===== src/hdl/cpualu_pkg.sv =====
// ----------------------------------------------------------------------------
// cpualu_pkg
// Opcodes, flag codes and item layouts of the ALU core.
// ----------------------------------------------------------------------------
`default_nettype none

package cpualu_pkg;

    localparam int IN_TDATA_W  = 48;
    localparam int OUT_TDATA_W = 24;

    typedef enum logic [4:0] {
        OP_ADD = 5'd0,
        OP_ADC = 5'd1,
        OP_SUB = 5'd2,
        OP_SBC = 5'd3,
        OP_AND = 5'd4,
        OP_OR  = 5'd5,
        OP_XOR = 5'd6,
        OP_CPL = 5'd7,
        OP_RLC = 5'd8,
        OP_RL  = 5'd9,
        OP_RRC = 5'd10,
        OP_RR  = 5'd11,
        OP_SLA = 5'd12,
        OP_SLL = 5'd13,
        OP_SRA = 5'd14,
        OP_SRL = 5'd15,
        OP_BIT = 5'd16,
        OP_SET = 5'd17,
        OP_RES = 5'd18
    } t_opcode;

    localparam logic [1:0] FLAGS_NONE  = 2'd0;
    localparam logic [1:0] FLAGS_CARRY = 2'd1;
    localparam logic [1:0] FLAGS_ALL   = 2'd2;

    typedef struct packed {
        logic [2:0]  bit_index;
        logic        carry_in;
        logic [15:0] operand_b;
        logic [15:0] operand_a;
        logic        is_word;
        logic [4:0]  opcode;
    } t_in_item;

    typedef struct packed {
        logic [1:0]  flags_defined;
        logic        bit_is_set;
        logic        overflow_out;
        logic        half_carry_out;
        logic        carry_out;
        logic [15:0] result;
    } t_out_item;

    localparam int IN_ITEM_W  = $bits(t_in_item);
    localparam int OUT_ITEM_W = $bits(t_out_item);
    localparam int OUT_PAD_W  = OUT_TDATA_W - OUT_ITEM_W;

endpackage

`default_nettype wire


===== src/hdl/cpu_alu_with_flags_core.sv =====
// ----------------------------------------------------------------------------
// cpu_alu_with_flags_core
// Byte and word ALU with carry, half-carry and overflow flags.
//
// Channel   Dir  Ports            Contents
// s_axis    in   tvalid/tready    one operation item
// m_axis    out  tvalid/tready    one result item
//
// Every item passes from input to output through the input register and
// then the result register, with the operation logic between.
// One item is accepted in every cycle while the output side keeps up.
// Reset is synchronous and active low; it empties both registers.
// A stalled output holds its item while the input register may still fill.
// ----------------------------------------------------------------------------
`default_nettype none

module cpu_alu_with_flags_core
    import cpualu_pkg::*;
(
    input  wire logic                   i_clk,
    input  wire logic                   i_rst_n,
    input  wire logic                   i_s_axis_tvalid,
    output logic                        o_s_axis_tready,
    // opcode, is_word, operand_a, operand_b, carry_in, bit_index, zero fill
    input  wire logic [IN_TDATA_W-1:0]  i_s_axis_tdata,
    output logic                        o_m_axis_tvalid,
    input  wire logic                   i_m_axis_tready,
    // result, carry_out, half_carry_out, overflow_out, bit_is_set,
    // flags_defined, zero fill
    output logic [OUT_TDATA_W-1:0]      o_m_axis_tdata
);

    t_in_item  in_item;
    t_in_item  exec_in;
    t_out_item exec_out;
    t_out_item out_item;
    logic      exec_valid;
    logic      exec_ready;

    assign in_item = t_in_item'(i_s_axis_tdata[IN_ITEM_W-1:0]);

    cpualu_in_stage u_in_stage (
        .i_clk   (i_clk),
        .i_rst_n (i_rst_n),
        .i_valid (i_s_axis_tvalid),
        .o_ready (o_s_axis_tready),
        .i_item  (in_item),
        .o_valid (exec_valid),
        .i_ready (exec_ready),
        .o_item  (exec_in)
    );

    cpualu_exec u_exec (
        .i_item (exec_in),
        .o_item (exec_out)
    );

    cpualu_out_stage u_out_stage (
        .i_clk   (i_clk),
        .i_rst_n (i_rst_n),
        .i_valid (exec_valid),
        .o_ready (exec_ready),
        .i_item  (exec_out),
        .o_valid (o_m_axis_tvalid),
        .i_ready (i_m_axis_tready),
        .o_item  (out_item)
    );

    assign o_m_axis_tdata = {{OUT_PAD_W{1'b0}}, out_item};

endmodule

`default_nettype wire


===== src/hdl/cpualu_in_stage.sv =====
// ----------------------------------------------------------------------------
// cpualu_in_stage
// Input register of the ALU core with its valid flag.
// ----------------------------------------------------------------------------
`default_nettype none

module cpualu_in_stage
    import cpualu_pkg::*;
(
    input  wire logic     i_clk,
    input  wire logic     i_rst_n,
    input  wire logic     i_valid,
    output logic          o_ready,
    input  wire t_in_item i_item,
    output logic          o_valid,
    input  wire logic     i_ready,
    output t_in_item      o_item
);

    logic     r_valid;
    logic     n_valid;
    t_in_item r_item;

    assign o_ready = !r_valid || i_ready;
    assign n_valid = o_ready ? i_valid : r_valid;

    always_ff @(posedge i_clk) begin
        if (!i_rst_n) begin
            r_valid <= 1'b0;
        end else begin
            r_valid <= n_valid;
        end
    end

    always_ff @(posedge i_clk) begin
        if (i_valid && o_ready) begin
            r_item <= i_item;
        end
    end

    assign o_valid = r_valid;
    assign o_item  = r_item;

endmodule

`default_nettype wire


===== src/hdl/cpualu_exec.sv =====
// ----------------------------------------------------------------------------
// cpualu_exec
// Operation logic: arithmetic, logic, shifts, rotates and bit operations.
// ----------------------------------------------------------------------------
`default_nettype none

module cpualu_exec
    import cpualu_pkg::*;
(
    input  wire t_in_item i_item,
    output t_out_item     o_item
);

    t_opcode     op;
    logic        word;
    logic [15:0] wmask;
    logic [11:0] hmask;
    logic [15:0] a_m;
    logic [15:0] b_m;
    logic [7:0]  byte_a;
    logic        cin;
    logic        is_sub;
    logic [16:0] add_full;
    logic [16:0] sub_full;
    logic [12:0] add_half;
    logic [12:0] sub_half;
    logic [15:0] arith_val;
    logic [15:0] ovf_vec;
    logic        arith_c;
    logic        arith_h;
    logic        arith_v;
    logic [7:0]  bit_sel;

    assign op     = t_opcode'(i_item.opcode);
    assign word   = i_item.is_word;
    assign wmask  = word ? 16'hffff : 16'h00ff;
    assign hmask  = word ? 12'hfff : 12'h00f;
    assign a_m    = i_item.operand_a & wmask;
    assign b_m    = i_item.operand_b & wmask;
    assign byte_a = i_item.operand_a[7:0];
    assign cin    = ((op == OP_ADC) || (op == OP_SBC)) ? i_item.carry_in : 1'b0;
    assign is_sub = (op == OP_SUB) || (op == OP_SBC);

    assign add_full = {1'b0, a_m} + {1'b0, b_m} + {16'd0, cin};
    assign sub_full = {1'b0, a_m} - {1'b0, b_m} - {16'd0, cin};
    assign add_half = {1'b0, a_m[11:0] & hmask} + {1'b0, b_m[11:0] & hmask}
                    + {12'd0, cin};
    assign sub_half = {1'b0, a_m[11:0] & hmask} - {1'b0, b_m[11:0] & hmask}
                    - {12'd0, cin};

    assign arith_val = (is_sub ? sub_full[15:0] : add_full[15:0]) & wmask;
    assign ovf_vec   = (is_sub ? (a_m ^ b_m) : ~(a_m ^ b_m)) & (a_m ^ arith_val);

    assign arith_c = is_sub ? sub_full[16] : (word ? add_full[16] : add_full[8]);
    assign arith_h = is_sub ? sub_half[12] : (word ? add_half[12] : add_half[4]);
    assign arith_v = word ? ovf_vec[15] : ovf_vec[7];

    assign bit_sel = 8'd1 << i_item.bit_index;

    always_comb begin
        o_item = '0;
        case (op)
            OP_ADD, OP_ADC, OP_SUB, OP_SBC: begin
                o_item.result         = arith_val;
                o_item.carry_out      = arith_c;
                o_item.half_carry_out = arith_h;
                o_item.overflow_out   = arith_v;
                o_item.flags_defined  = FLAGS_ALL;
            end
            OP_AND: o_item.result = (i_item.operand_a & i_item.operand_b) & wmask;
            OP_OR:  o_item.result = (i_item.operand_a | i_item.operand_b) & wmask;
            OP_XOR: o_item.result = (i_item.operand_a ^ i_item.operand_b) & wmask;
            OP_CPL: o_item.result = (~i_item.operand_a) & wmask;
            OP_RLC: begin
                o_item.result        = {8'd0, byte_a[6:0], byte_a[7]};
                o_item.carry_out     = byte_a[7];
                o_item.flags_defined = FLAGS_CARRY;
            end
            OP_RL: begin
                o_item.result        = {8'd0, byte_a[6:0], i_item.carry_in};
                o_item.carry_out     = byte_a[7];
                o_item.flags_defined = FLAGS_CARRY;
            end
            OP_RRC: begin
                o_item.result        = {8'd0, byte_a[0], byte_a[7:1]};
                o_item.carry_out     = byte_a[0];
                o_item.flags_defined = FLAGS_CARRY;
            end
            OP_RR: begin
                o_item.result        = {8'd0, i_item.carry_in, byte_a[7:1]};
                o_item.carry_out     = byte_a[0];
                o_item.flags_defined = FLAGS_CARRY;
            end
            OP_SLA: begin
                o_item.result        = {8'd0, byte_a[6:0], 1'b0};
                o_item.carry_out     = byte_a[7];
                o_item.flags_defined = FLAGS_CARRY;
            end
            OP_SLL: begin
                o_item.result        = {8'd0, byte_a[6:0], 1'b1};
                o_item.carry_out     = byte_a[7];
                o_item.flags_defined = FLAGS_CARRY;
            end
            OP_SRA: begin
                o_item.result        = {8'd0, byte_a[7], byte_a[7:1]};
                o_item.carry_out     = byte_a[0];
                o_item.flags_defined = FLAGS_CARRY;
            end
            OP_SRL: begin
                o_item.result        = {8'd0, 1'b0, byte_a[7:1]};
                o_item.carry_out     = byte_a[0];
                o_item.flags_defined = FLAGS_CARRY;
            end
            OP_BIT: begin
                o_item.result     = {8'd0, byte_a};
                o_item.bit_is_set = byte_a[i_item.bit_index];
            end
            OP_SET: o_item.result = {8'd0, byte_a | bit_sel};
            OP_RES: o_item.result = {8'd0, byte_a & ~bit_sel};
            default: o_item = '0;
        endcase
    end

endmodule

`default_nettype wire


===== src/hdl/cpualu_out_stage.sv =====
// ----------------------------------------------------------------------------
// cpualu_out_stage
// Result register of the ALU core with its valid flag.
// ----------------------------------------------------------------------------
`default_nettype none

module cpualu_out_stage
    import cpualu_pkg::*;
(
    input  wire logic      i_clk,
    input  wire logic      i_rst_n,
    input  wire logic      i_valid,
    output logic           o_ready,
    input  wire t_out_item i_item,
    output logic           o_valid,
    input  wire logic      i_ready,
    output t_out_item      o_item
);

    logic      r_valid;
    logic      n_valid;
    t_out_item r_item;

    assign o_ready = !r_valid || i_ready;
    assign n_valid = o_ready ? i_valid : r_valid;

    always_ff @(posedge i_clk) begin
        if (!i_rst_n) begin
            r_valid <= 1'b0;
        end else begin
            r_valid <= n_valid;
        end
    end

    always_ff @(posedge i_clk) begin
        if (i_valid && o_ready) begin
            r_item <= i_item;
        end
    end

    assign o_valid = r_valid;
    assign o_item  = r_item;

endmodule

`default_nettype wire


===== config.mk =====
export PLATFORM = sky130hd
export DESIGN_NAME = cpu_alu_with_flags_core
export DESIGN_NICKNAME = d
export VERILOG_FILES = /design/src/hdl/cpualu_pkg.sv /design/src/hdl/cpu_alu_with_flags_core.sv /design/src/hdl/cpualu_in_stage.sv /design/src/hdl/cpualu_exec.sv /design/src/hdl/cpualu_out_stage.sv
export SDC_FILE = /design/constraint.sdc
export NUM_CORES = 1
export LEC_CHECK = 0
export ABC_AREA = 1
export BUFFER_PORTS_ARGS = -buffer_cell sky130_fd_sc_hd__buf_2
export CORE_MARGIN = 2
export CORE_UTILIZATION = 60
export DETAILED_ROUTE_END_ITERATION = 12
export PLACE_DENSITY_LB_ADDON = 0.05
export SLEW_MARGIN = 5
export SYNTH_ARGS = -nofsm -noshare
export SYNTH_HDL_FRONTEND = slang
export SYNTH_HIERARCHICAL = 1
export SYNTH_SLANG_ARGS = --single-unit

===== constraint.sdc =====
create_clock -name i_clk -period 3.45 [get_ports i_clk]
set_input_delay 0.345 -clock i_clk [delete_from_list [all_inputs] [get_ports i_clk]]
set_output_delay 0.345 -clock i_clk [all_outputs]
set_load 0.005 [all_outputs]

==> flow_summary_export.csv, run 1 <==
group,metric,value,unit
run_status,outcome,"complete, no violations",
clocking,cts_max_level,3,
pwr,p_total,0.00254,W
timing,relSlewSlack,38.9,%
critical_path,cp.arrival,3.53,ns
critical_path,worstPathRequired,3.67,ns
clocking,clock_latency,0.37,ns
route,drt-total-wl,18.1,mm
layout,final_nets,1029,
global_route,grt_pass1_vias,5609,
clocking,numCtsBuffers,9,
critical_path,cp-start-kind,"flop",
layout,antenna_cells,0,
clocking,post-cts-setup-buffer-count,0,
pwr,leakage,3.57,nW
layout,finalNonFillerCells,1028,
layout,area_delta_synth_final,11.9,%
clocking,root_buffer,"clkbuf_8",
pwr,ir_drop,0.000272,V
timing,hold_violations,0,
synthesis,ys_warn_count,6,
route,firstDrtPassIters,5,
clocking,clk_path_buf_depth,2,
synthesis,yosys-top-cells-area,"edfxtp_1 (30%), ha_1 (17%), nand2_1 (9.2%)",
synthesis,ys_ff_latch,66,
layout,fin_area,7090,um2
timing,drv_slew,0,
timing,max_clock_freq,0.302,GHz
global_route,grt_pass1_wl,28.5,mm
floorplanning,die_w,107,um
global_route,grtUsageTotal,32.6,%
placed_design,port_buffers,69,
clocking,clock_sinks,66,
floorplanning,rows,37,
timing,finalSetupViolCount,0,
flow_run,maxCapViolCount,0,
route,drtIter0Drc,659,
timing,tightest_slew,0.917,ns
synthesis,synth_top_area_share,30.3,%
layout,nFillCells,872,
critical_path,reg2reg_depth,17,
floorplanning,core-area,10300,um2
critical_path,crit_path_end_kind,"flop",
timing,fin_crit,3.31,ns
critical_path,path_class,"flop to flop",
synthesis,syn_inst,810,
route,num_vias,5998,
worst_hold_path,hp-class,"input pin to flop",
route,routedWlPerCell,17.6,um
timing,rsz0062_at_grt,"no",
global_route,grt_remaining_overflow,0,
synthesis,yosysSeqAreaShare,31.0,%
synthesis,synth_area_leader_cell,"edfxtp_1",
clocking,cts_tree,"yes",
timing,fin_crit_sh,96.0,%
global_route,grt_antenna_before_repair,0,
clocking,path_clk_slew,0.08,ns
floorplanning,initial_core_util,61.6,%
route,ant_nets,0,
synthesis,synthArstFlopShare,0,%
timing,fin_setup_tns,0,ns
route,post-route-drc-count,0,
timing,fin_skew,0.0168,ns
synthesis,syn_avg_cell_area,7.82,um2
synthesis,syn_area,6330,um2
placed_design,dp.cells,1012,
layout,drive_gt1_share,16.3,%
pwr,power_density,358,nW/um2
synthesis,ys_types,54,
placed_design,gp_congestion,0.964,
critical_path,worstPathMaxFanout,5,
route,avgViaCountPerCell,5.83,
synthesis,synth_edf_count,64,
worst_hold_path,min_path_cells,1,
global_route,grt_max_degree,27,
floorplanning,die_h,107,um
floorplanning,io_pins,78,
placed_design,hpwl,14.1,mm
synthesis,ys.flop_type,"edfxtp_1",
floorplanning,die_area,11400,um2
placed_design,post_dp_cell_area,6840,um2
## cells in the mapped netlist, types with 2 or more instances
cell	count
nand2_1	155
inv_1	154
ha_1	86
edfxtp_1	64
a21oi_1	53
nor2_1	51
o21ai_0	41
nand3_1	32
o22ai_1	21
o221ai_1	13
inv_2	10
nor3_1	10
nand2_2	9
a21oi_2	7
nand4_1	7
a211oi_1	6
a31oi_1	6
o21bai_1	6
xor2_1	6
buf_2	5
buf_6	5
nor2_4	5
o21ai_1	5
fa_1	4
o211ai_1	4
a21o_1	3
a22oi_1	3
buf_4	3
nand3_2	3
a221oi_1	2
buf_1	2
dfxtp_1	2
nand2_4	2
o2111ai_1	2
o21ai_2	2
o2bb2ai_1	2
xnor2_1	2
## placed cells by master, fill, tap and decap left out, types with 3 or more instances in the layout
cell,n
buf_4,13
nand4_1,7
o21ai_0,41
a31oi_1,6
edfxtp_1,64
xor2_1,6
ha_1,86
o21bai_1,6
o21ai_1,5
a21oi_2,8
a22oi_1,3
nand3_2,3
inv_2,10
buf_2,69
nor3_1,9
nor2_1,51
o22ai_1,21
nand3_1,32
nand2_1,155
bufinv_16,3
a211oi_1,6
fa_1,4
o221ai_1,13
a21oi_1,51
clkbuf_8,9
a21o_1,3
nand2_2,9
o211ai_1,4
nor2_4,5
inv_1,154
## registers in the layout (all words and copies together), names as in the netlist
register	cells
u_in_stage/o_valid	1
u_out_stage/o_item	22
u_in_stage/o_item	42
u_out_stage/o_valid	1
## kinds of logic after synthesis
family	count (synthesis)	synth area share [%]
DFF	66	31.0
other	1	0.0592
buffers and inverters	182	11.8
adders and majority gates	90	18.3
xor gates and xnor gates	8	1.11
AOI/OAI and AO/OA	184	18.2
and+or+nand+nor	279	19.6
## layer usage
metal	up-vias	share of wire, %	GRT usage, %
li1	2876	-	-
met1	2804	44	45.9
met2	295	46	53.0
met3	23	8.6	4.80
met4	0	1.4	8.07
met5	-	0	0
## repair_timing
item                                    4_1_cts  5_1_grt
hold buffers                                  0        0
resized for setup                             0        1
endpoints found under the setup margin        0       10
## power breakdown
part           internal [W]  leakage, nW  switching, W
Clock              0.000484        0.117      0.000338
Sequential         0.000933        0.646     0.0000407
Combinational      0.000263         2.81      0.000479
## per-stage QoR
| step | worst slack, ns | hold slack (ns) | utilization (%) |
|---|---|---|---|
| final | 0.137 | 0.152 | 68.9 |
| after global placement | 0.286 | 0.499 | 66.5 |
| after CTS | 0.0975 | 0.141 | 68.9 |
| after global routing | 0.0115 | 0.138 | 68.9 |
| after detailed placement | 0.217 | 0.517 | 66.5 |
| after floorplan | 0.469 | 0.444 | - |
## path summary, 6_finish.rpt
path                            slack, ns                 start                     end
worst min register to register       0.53   u_out_stage/o_valid     u_out_stage/o_valid
worst max-delay path                 0.14  u_in_stage/o_item[2]  u_out_stage/o_item[18]
worst max register to register       0.14  u_in_stage/o_item[2]  u_out_stage/o_item[18]
worst min-delay path                 0.15    i_s_axis_tdata[21]   u_in_stage/o_item[21]
## worst max-delay path: stages (launching register included)
cell and delay, ns:
edfxtp_1 0.49, nor2_4 0.16, inv_1 0.08, nor3_2 0.28, inv_1 0.12, fa_1 0.44, ha_1 0.28, o21ai_0 0.09
nand2_1 0.18, nand2_1 0.11, nand2_2 0.08, o21ai_0 0.30, nand2_1 0.13, nand2_1 0.09, nand3_1 0.11, nand2_1 0.08
inv_1 0.04, a21oi_2 0.09
## final cells by class
cell class                      count  area (um2)  share of cell area, %
Multi-Input combinational cell    563        3650                   51.5
Sequential cell                    66        1960                   27.7
Inverter                          165         621                   8.76
Timing Repair Buffer               82         443                   6.25
Tap cell                          136         170                   2.40
Clock buffer                       10         128                   1.80
Clock inverter                      6         115                   1.62
Note: power is estimated with default switching activity, not from simulation.
==> run 2: changes to the inputs <==
SETUP_SLACK_MARGIN = 0.5   (was not set)
==> run 2 against run 1 <==
Net effect:
- maximum frequency is 12% higher
- highest routed layer unchanged
- global-route usage grew 1.3 points
- via count up 4.7%
- clock-buffer cell count rose by 4
- critical endpoint is now u_out_stage/o_item[9]
- largest cell class unchanged
- clock power down 4.7%
==> flow_summary_export.csv, run 2 (synthesized netlist as in run 1, its figures left out) <==
group,metric,value,unit
layout,multiInputGateArea,3900,um2
critical_path,reg2reg_depth,16,
timing,fin_crit_sh,85.9,%
layout,final_nets,1050,
timing,rsz0062_at_grt,"yes",
clocking,root_buffer,"clkbuf_8",
placed_design,post_dp_cell_area,6840,um2
worst_hold_path,hp-class,"input pin to flop",
layout,seqCellArea,1960,um2
layout,final_common_cell,"inv_1",
timing,hold_violations,0,
placed_design,port_buffers,69,
critical_path,path_class,"flop to flop",
timing,max_clock_freq,0.338,GHz
timing,relSlewSlack,42.9,%
route,drt-total-wl,19.4,mm
worst_hold_path,min_path_cells,1,
critical_path,cp.arrival,3.08,ns
floorplanning,die_h,107,um
route,post-route-drc-count,0,
layout,area_delta_synth_final,18.3,%
clocking,cts_tree,"yes",
layout,nFillCells,796,
global_route,grt_antenna_before_repair,0,
floorplanning,die_area,11400,um2
layout,mostFrequentLayoutCells,"inv_1 (148), nand2_1 (144), ha_1 (76)",
placed_design,gp_congestion,0.932,
global_route,grt_pass1_wl,29.7,mm
route,routedWlPerCell,18.5,um
timing,fin_skew,0.0161,ns
clocking,numCtsBuffers,9,
timing,drv_slew,0,
global_route,grt_remaining_overflow,0,
route,avgViaCountPerCell,5.99,
clocking,cts_hold_buf,0,
route,drtIter0Drc,734,
floorplanning,die_w,107,um
route,firstDrtPassIters,5,
route,num_vias,6279,
layout,fin_util,72.9,%
critical_path,worstPathRequired,3.57,ns
critical_path,worstPathMaxFanout,4,
timing,tightest_slew,0.857,ns
critical_path,cp-start-kind,"flop",
layout,drive_gt1_share,24.1,%
global_route,grt_max_degree,34,
layout,largest_reg_flops,42,
global_route,grt_pass1_vias,5996,
timing,fin_crit,2.96,ns
clocking,clock_sinks,66,
floorplanning,rows,37,
clocking,clock_latency,0.37,ns
floorplanning,initial_core_util,61.6,%
flow_run,maxCapViolCount,0,
clocking,path_clk_slew,0.08,ns
floorplanning,io_pins,78,
pwr,leakage,3.69,nW
clocking,clk_path_buf_depth,2,
clocking,cts_max_level,3,
run_status,outcome,"complete, no violations",
layout,fin_area,7490,um2
timing,fin_setup_tns,0,ns
pwr,ir_drop,0.000367,V
timing,hold_ws,0.145,ns
timing,finalSetupViolCount,0,
placed_design,hpwl,14.2,mm
global_route,grtUsageTotal,33.9,%
pwr,power_density,351,nW/um2
floorplanning,core-area,10300,um2
layout,antenna_cells,0,
critical_path,crit_path_end_kind,"flop",
route,ant_nets,0,
[run 2: final cells by class]
cell class | count | area share, %
clock buffer | 14 | 2.30
clock inverter | 2 | 0.801
inverter | 165 | 8.28
multi-input combinational | 563 | 52.0
sequential | 66 | 26.2
tap | 136 | 2.27
timing repair buffer | 103 | 8.11
[run 2: per-layer routing]
metal	share of wire (%)	global-route usage, %	vias up
li1	-	-	2913
met1	41	45.5	2926
met2	47	54.8	382
met3	8.8	5.05	58
met4	3.1	14.5	0
met5	0	0	-
[run 2: what timing repair did]
item / in CTS / in global routing
setup buffers: 11 / 10
resized for setup: 16 / 56
endpoints found under the hold margin: 0 / 0
setup endpoints to repair: 15 / 14
pin swaps: 8 / 24
[run 2: power breakdown]
group	switching [W]	total (W)	leakage, nW	internal (W)
combinational	0.000550	0.000877	2.93	0.000327
sequential	0.0000366	0.000970	0.646	0.000933
clock	0.000316	0.000783	0.117	0.000467
total	0.000902	0.00263	3.69	0.00173
[run 2: worst max-delay path, cell delays in order (launching register included)]
cell,delay [ns]
edfxtp_1,0.43
nor2_4,0.15
inv_2,0.06
nor3_4,0.23
fa_2,0.52
inv_2,0.08
ha_2,0.17
o21ai_2,0.06
nand2_2,0.14
nand2_2,0.09
nand2_4,0.11
nand3_4,0.12
nand3_4,0.10
xor2_1,0.15
nand2_1,0.11
nand3_2,0.10
o21ai_1,0.07
[run 2: path summary, 6_finish.rpt]
check | startpoint | end | slack [ns]
setup / recovery | u_in_stage/o_item[3] | u_out_stage/o_item[9] | 0.49
hold / removal | i_s_axis_tdata[35] | u_in_stage/o_item[35] | 0.15
setup reg to reg | u_in_stage/o_item[3] | u_out_stage/o_item[9] | 0.49
hold reg to reg | u_out_stage/o_valid | u_out_stage/o_valid | 0.53
[run 2: stage by stage]
stage / total power (W) / setup WS (ns) / std cells
floorplan: 0.00150 / 0.590 / 811
global placement: 0.00169 / 0.297 / 1012
detailed placement: 0.00171 / 0.188 / 1012
CTS: 0.00252 / 0.507 / 1039
global route: 0.00275 / 0.370 / 1049
finish: 0.00263 / 0.487 / 1049
==> run 3: changes to the inputs <==
CORE_UTILIZATION = 30   (was 60)
==> run 3 against run 2 <==
Net effect:
- global-route usage is 15 points lower
- routed wire length is 7.6% higher
- maximum frequency is 0.88% higher
- hold slack better by 0.026 ns
- sequential share of layout area is 1.0 points lower
- critical endpoint is now u_out_stage/o_item[16]
- largest cell class unchanged
==> flow_summary_export.csv, run 3 (synthesized netlist as in run 1, its figures left out) <==
group,metric,value,unit
timing,rsz0062_at_grt,"yes",
layout,nFillCells,2209,
timing,hold_ws,0.171,ns
floorplanning,io_pins,78,
route,drtIter0Drc,385,
layout,mostFrequentLayoutCells,"inv_1 (147), nand2_1 (145), ha_1 (71)",
route,avgViaCountPerCell,5.00,
route,ant_nets,0,
floorplanning,core-area,20900,um2
clocking,clock_sinks,66,
critical_path,startpoint,"u_in_stage/o_item[2]",
route,drt-total-wl,20.9,mm
timing,fin_skew,0.00985,ns
timing,finalSetupViolCount,0,
route,firstDrtPassIters,5,
global_route,grt_antenna_before_repair,0,
placed_design,post_dp_cell_area,7060,um2
pwr,leakage,3.72,nW
floorplanning,die_w,149,um
layout,fin_util,37.3,%
timing,drv_slew,0,
critical_path,max_stage_delay,0.45,ns
layout,final_common_cell,"inv_1",
critical_path,worstPathMaxFanout,4,
critical_path,cp.depth,15,
global_route,grtUsageTotal,19.0,%
pwr,power_density,361,nW/um2
worst_hold_path,hp-class,"input pin to flop",
run_status,outcome,"complete, no violations",
placed_design,port_buffers,69,
timing,tightest_slew,0.824,ns
clocking,cts_tree,"yes",
floorplanning,rows,53,
critical_path,worstPathRequired,3.53,ns
critical_path,r2r_slack,0.51,ns
critical_path,crit_path_end_kind,"flop",
global_route,grt_pass1_vias,5742,
critical_path,reg2reg_depth,15,
critical_path,critPathTopFamily,"simple AND/OR/NAND/NOR gates",
critical_path,reg2reg_from,"u_in_stage/o_item[2]",
layout,area_delta_synth_final,23.0,%
clocking,path_clk_slew,0.06,ns
clocking,clock_latency,0.34,ns
timing,fin_crit_sh,85.1,%
layout,drive_gt1_share,24.5,%
critical_path,worstPathCellList,"nor2_4 -> inv_2 -> nor3_4 -> inv_2 -> fa_2 -> fa_2 -> a21o_1 -> nand2_1 -> nand2_2 -> nand3_2 -> nand2_1 -> nand2_1 -> nand3_2 -> nand2_2 -> nand2_2",
critical_path,cp.arrival,3.02,ns
flow_run,maxCapViolCount,0,
placed_design,gp_congestion,0.894,
critical_path,reg2reg_to,"u_out_stage/o_item[16]",
timing,fin_setup_tns,0,ns
timing,hold_violations,0,
timing,max_clock_freq,0.340,GHz
global_route,grt_pass1_wl,32.1,mm
route,routedWlPerCell,17.6,um
pwr,ir_drop,0.000203,V
route,num_vias,5935,
placed_design,hpwl,15.8,mm
critical_path,path_buf_inv,2,
clocking,clk_path_buf_depth,2,
global_route,grt_max_degree,43,
worst_hold_path,worstHoldStart,"i_s_axis_tdata[37]",
layout,antenna_cells,0,
critical_path,cp-start-kind,"flop",
critical_path,path_class,"flop to flop",
global_route,grt_remaining_overflow,0,
timing,fin_crit,2.94,ns
layout,largest_reg_flops,42,
critical_path,crit_end,"u_out_stage/o_item[16]",
timing,relSlewSlack,45.1,%
route,post-route-drc-count,0,
layout,fin_area,7790,um2
clocking,root_buffer,"clkbuf_16",
floorplanning,die_h,149,um
clocking,cts_max_level,3,
floorplanning,initial_core_util,30.3,%
layout,final_nets,1050,
floorplanning,die_area,22300,um2
critical_path,crit_slowest_cell,"fa_2",
clocking,numCtsBuffers,9,
==> run 3: changes by cell type in the layout (fill, tap and decap cells not counted), moves of 5 or more <==
cell       delta
ha_4          +7
ha_1          -5
clkbuf_8     -12
clkbuf_16     +9
==> run 3: stage by stage <==
step	cells	setup slack (ns)	total power, W
2_1_floorplan	811	0.590	0.00150
3_3_place_gp	1157	-0.0146	0.00173
3_5_place_dp	1157	0.0380	0.00174
4_1_cts	1183	0.489	0.00276
5_1_grt	1188	0.353	0.00299
6_report	1188	0.513	0.00281
==> run 3: what timing repair did <==
action	4_1_cts	5_1_grt
resized for setup	16	60
pin swaps	4	21
buffers inserted	10	5
hold buffers	0	0
cloned	0	0
setup endpoints to repair	15	14
==> run 3: metal layers <==
metal / up-vias / global-route usage (%) / part of all wire (%)
met3: 17 / 3.15 / 4.8
met5: - / 0 / 0
li1: 2917 / - / -
met2: 173 / 29.5 / 44
met4: 0 / 5.10 / 1.4
met1: 2828 / 27.3 / 49
==> run 3: layout make-up <==
class,count,area (um2),share of cell area [%]
multi-input combinational,563,3960,50.8
sequential,66,1960,25.2
inverter,165,621,7.96
timing repair buffer,103,608,7.80
tap,275,344,4.41
clock buffer,9,225,2.89
clock inverter,7,76.3,0.979
==> run 3: power by group <==
part / total (W) / leakage [nW] / internal, W / switching (W)
Sequential: 0.000972 / 0.646 / 0.000934 / 0.0000384
Combinational: 0.000881 / 2.93 / 0.000340 / 0.000541
Clock: 0.000959 / 0.142 / 0.000565 / 0.000394
Total: 0.00281 / 3.72 / 0.00184 / 0.000974
==> run 3: worst min-delay path by stage <==
stage                                  endpoint  slack, ns  cells past startpoint
after global placement      u_out_stage/o_valid       0.50                      2
after detailed placement    u_out_stage/o_valid       0.52                      2
after CTS                 u_in_stage/o_item[31]       0.15                      1
after global routing      u_in_stage/o_item[31]       0.15                      1
after floorplan            u_in_stage/o_item[0]       0.44                      0
final                     u_in_stage/o_item[37]       0.17                      1
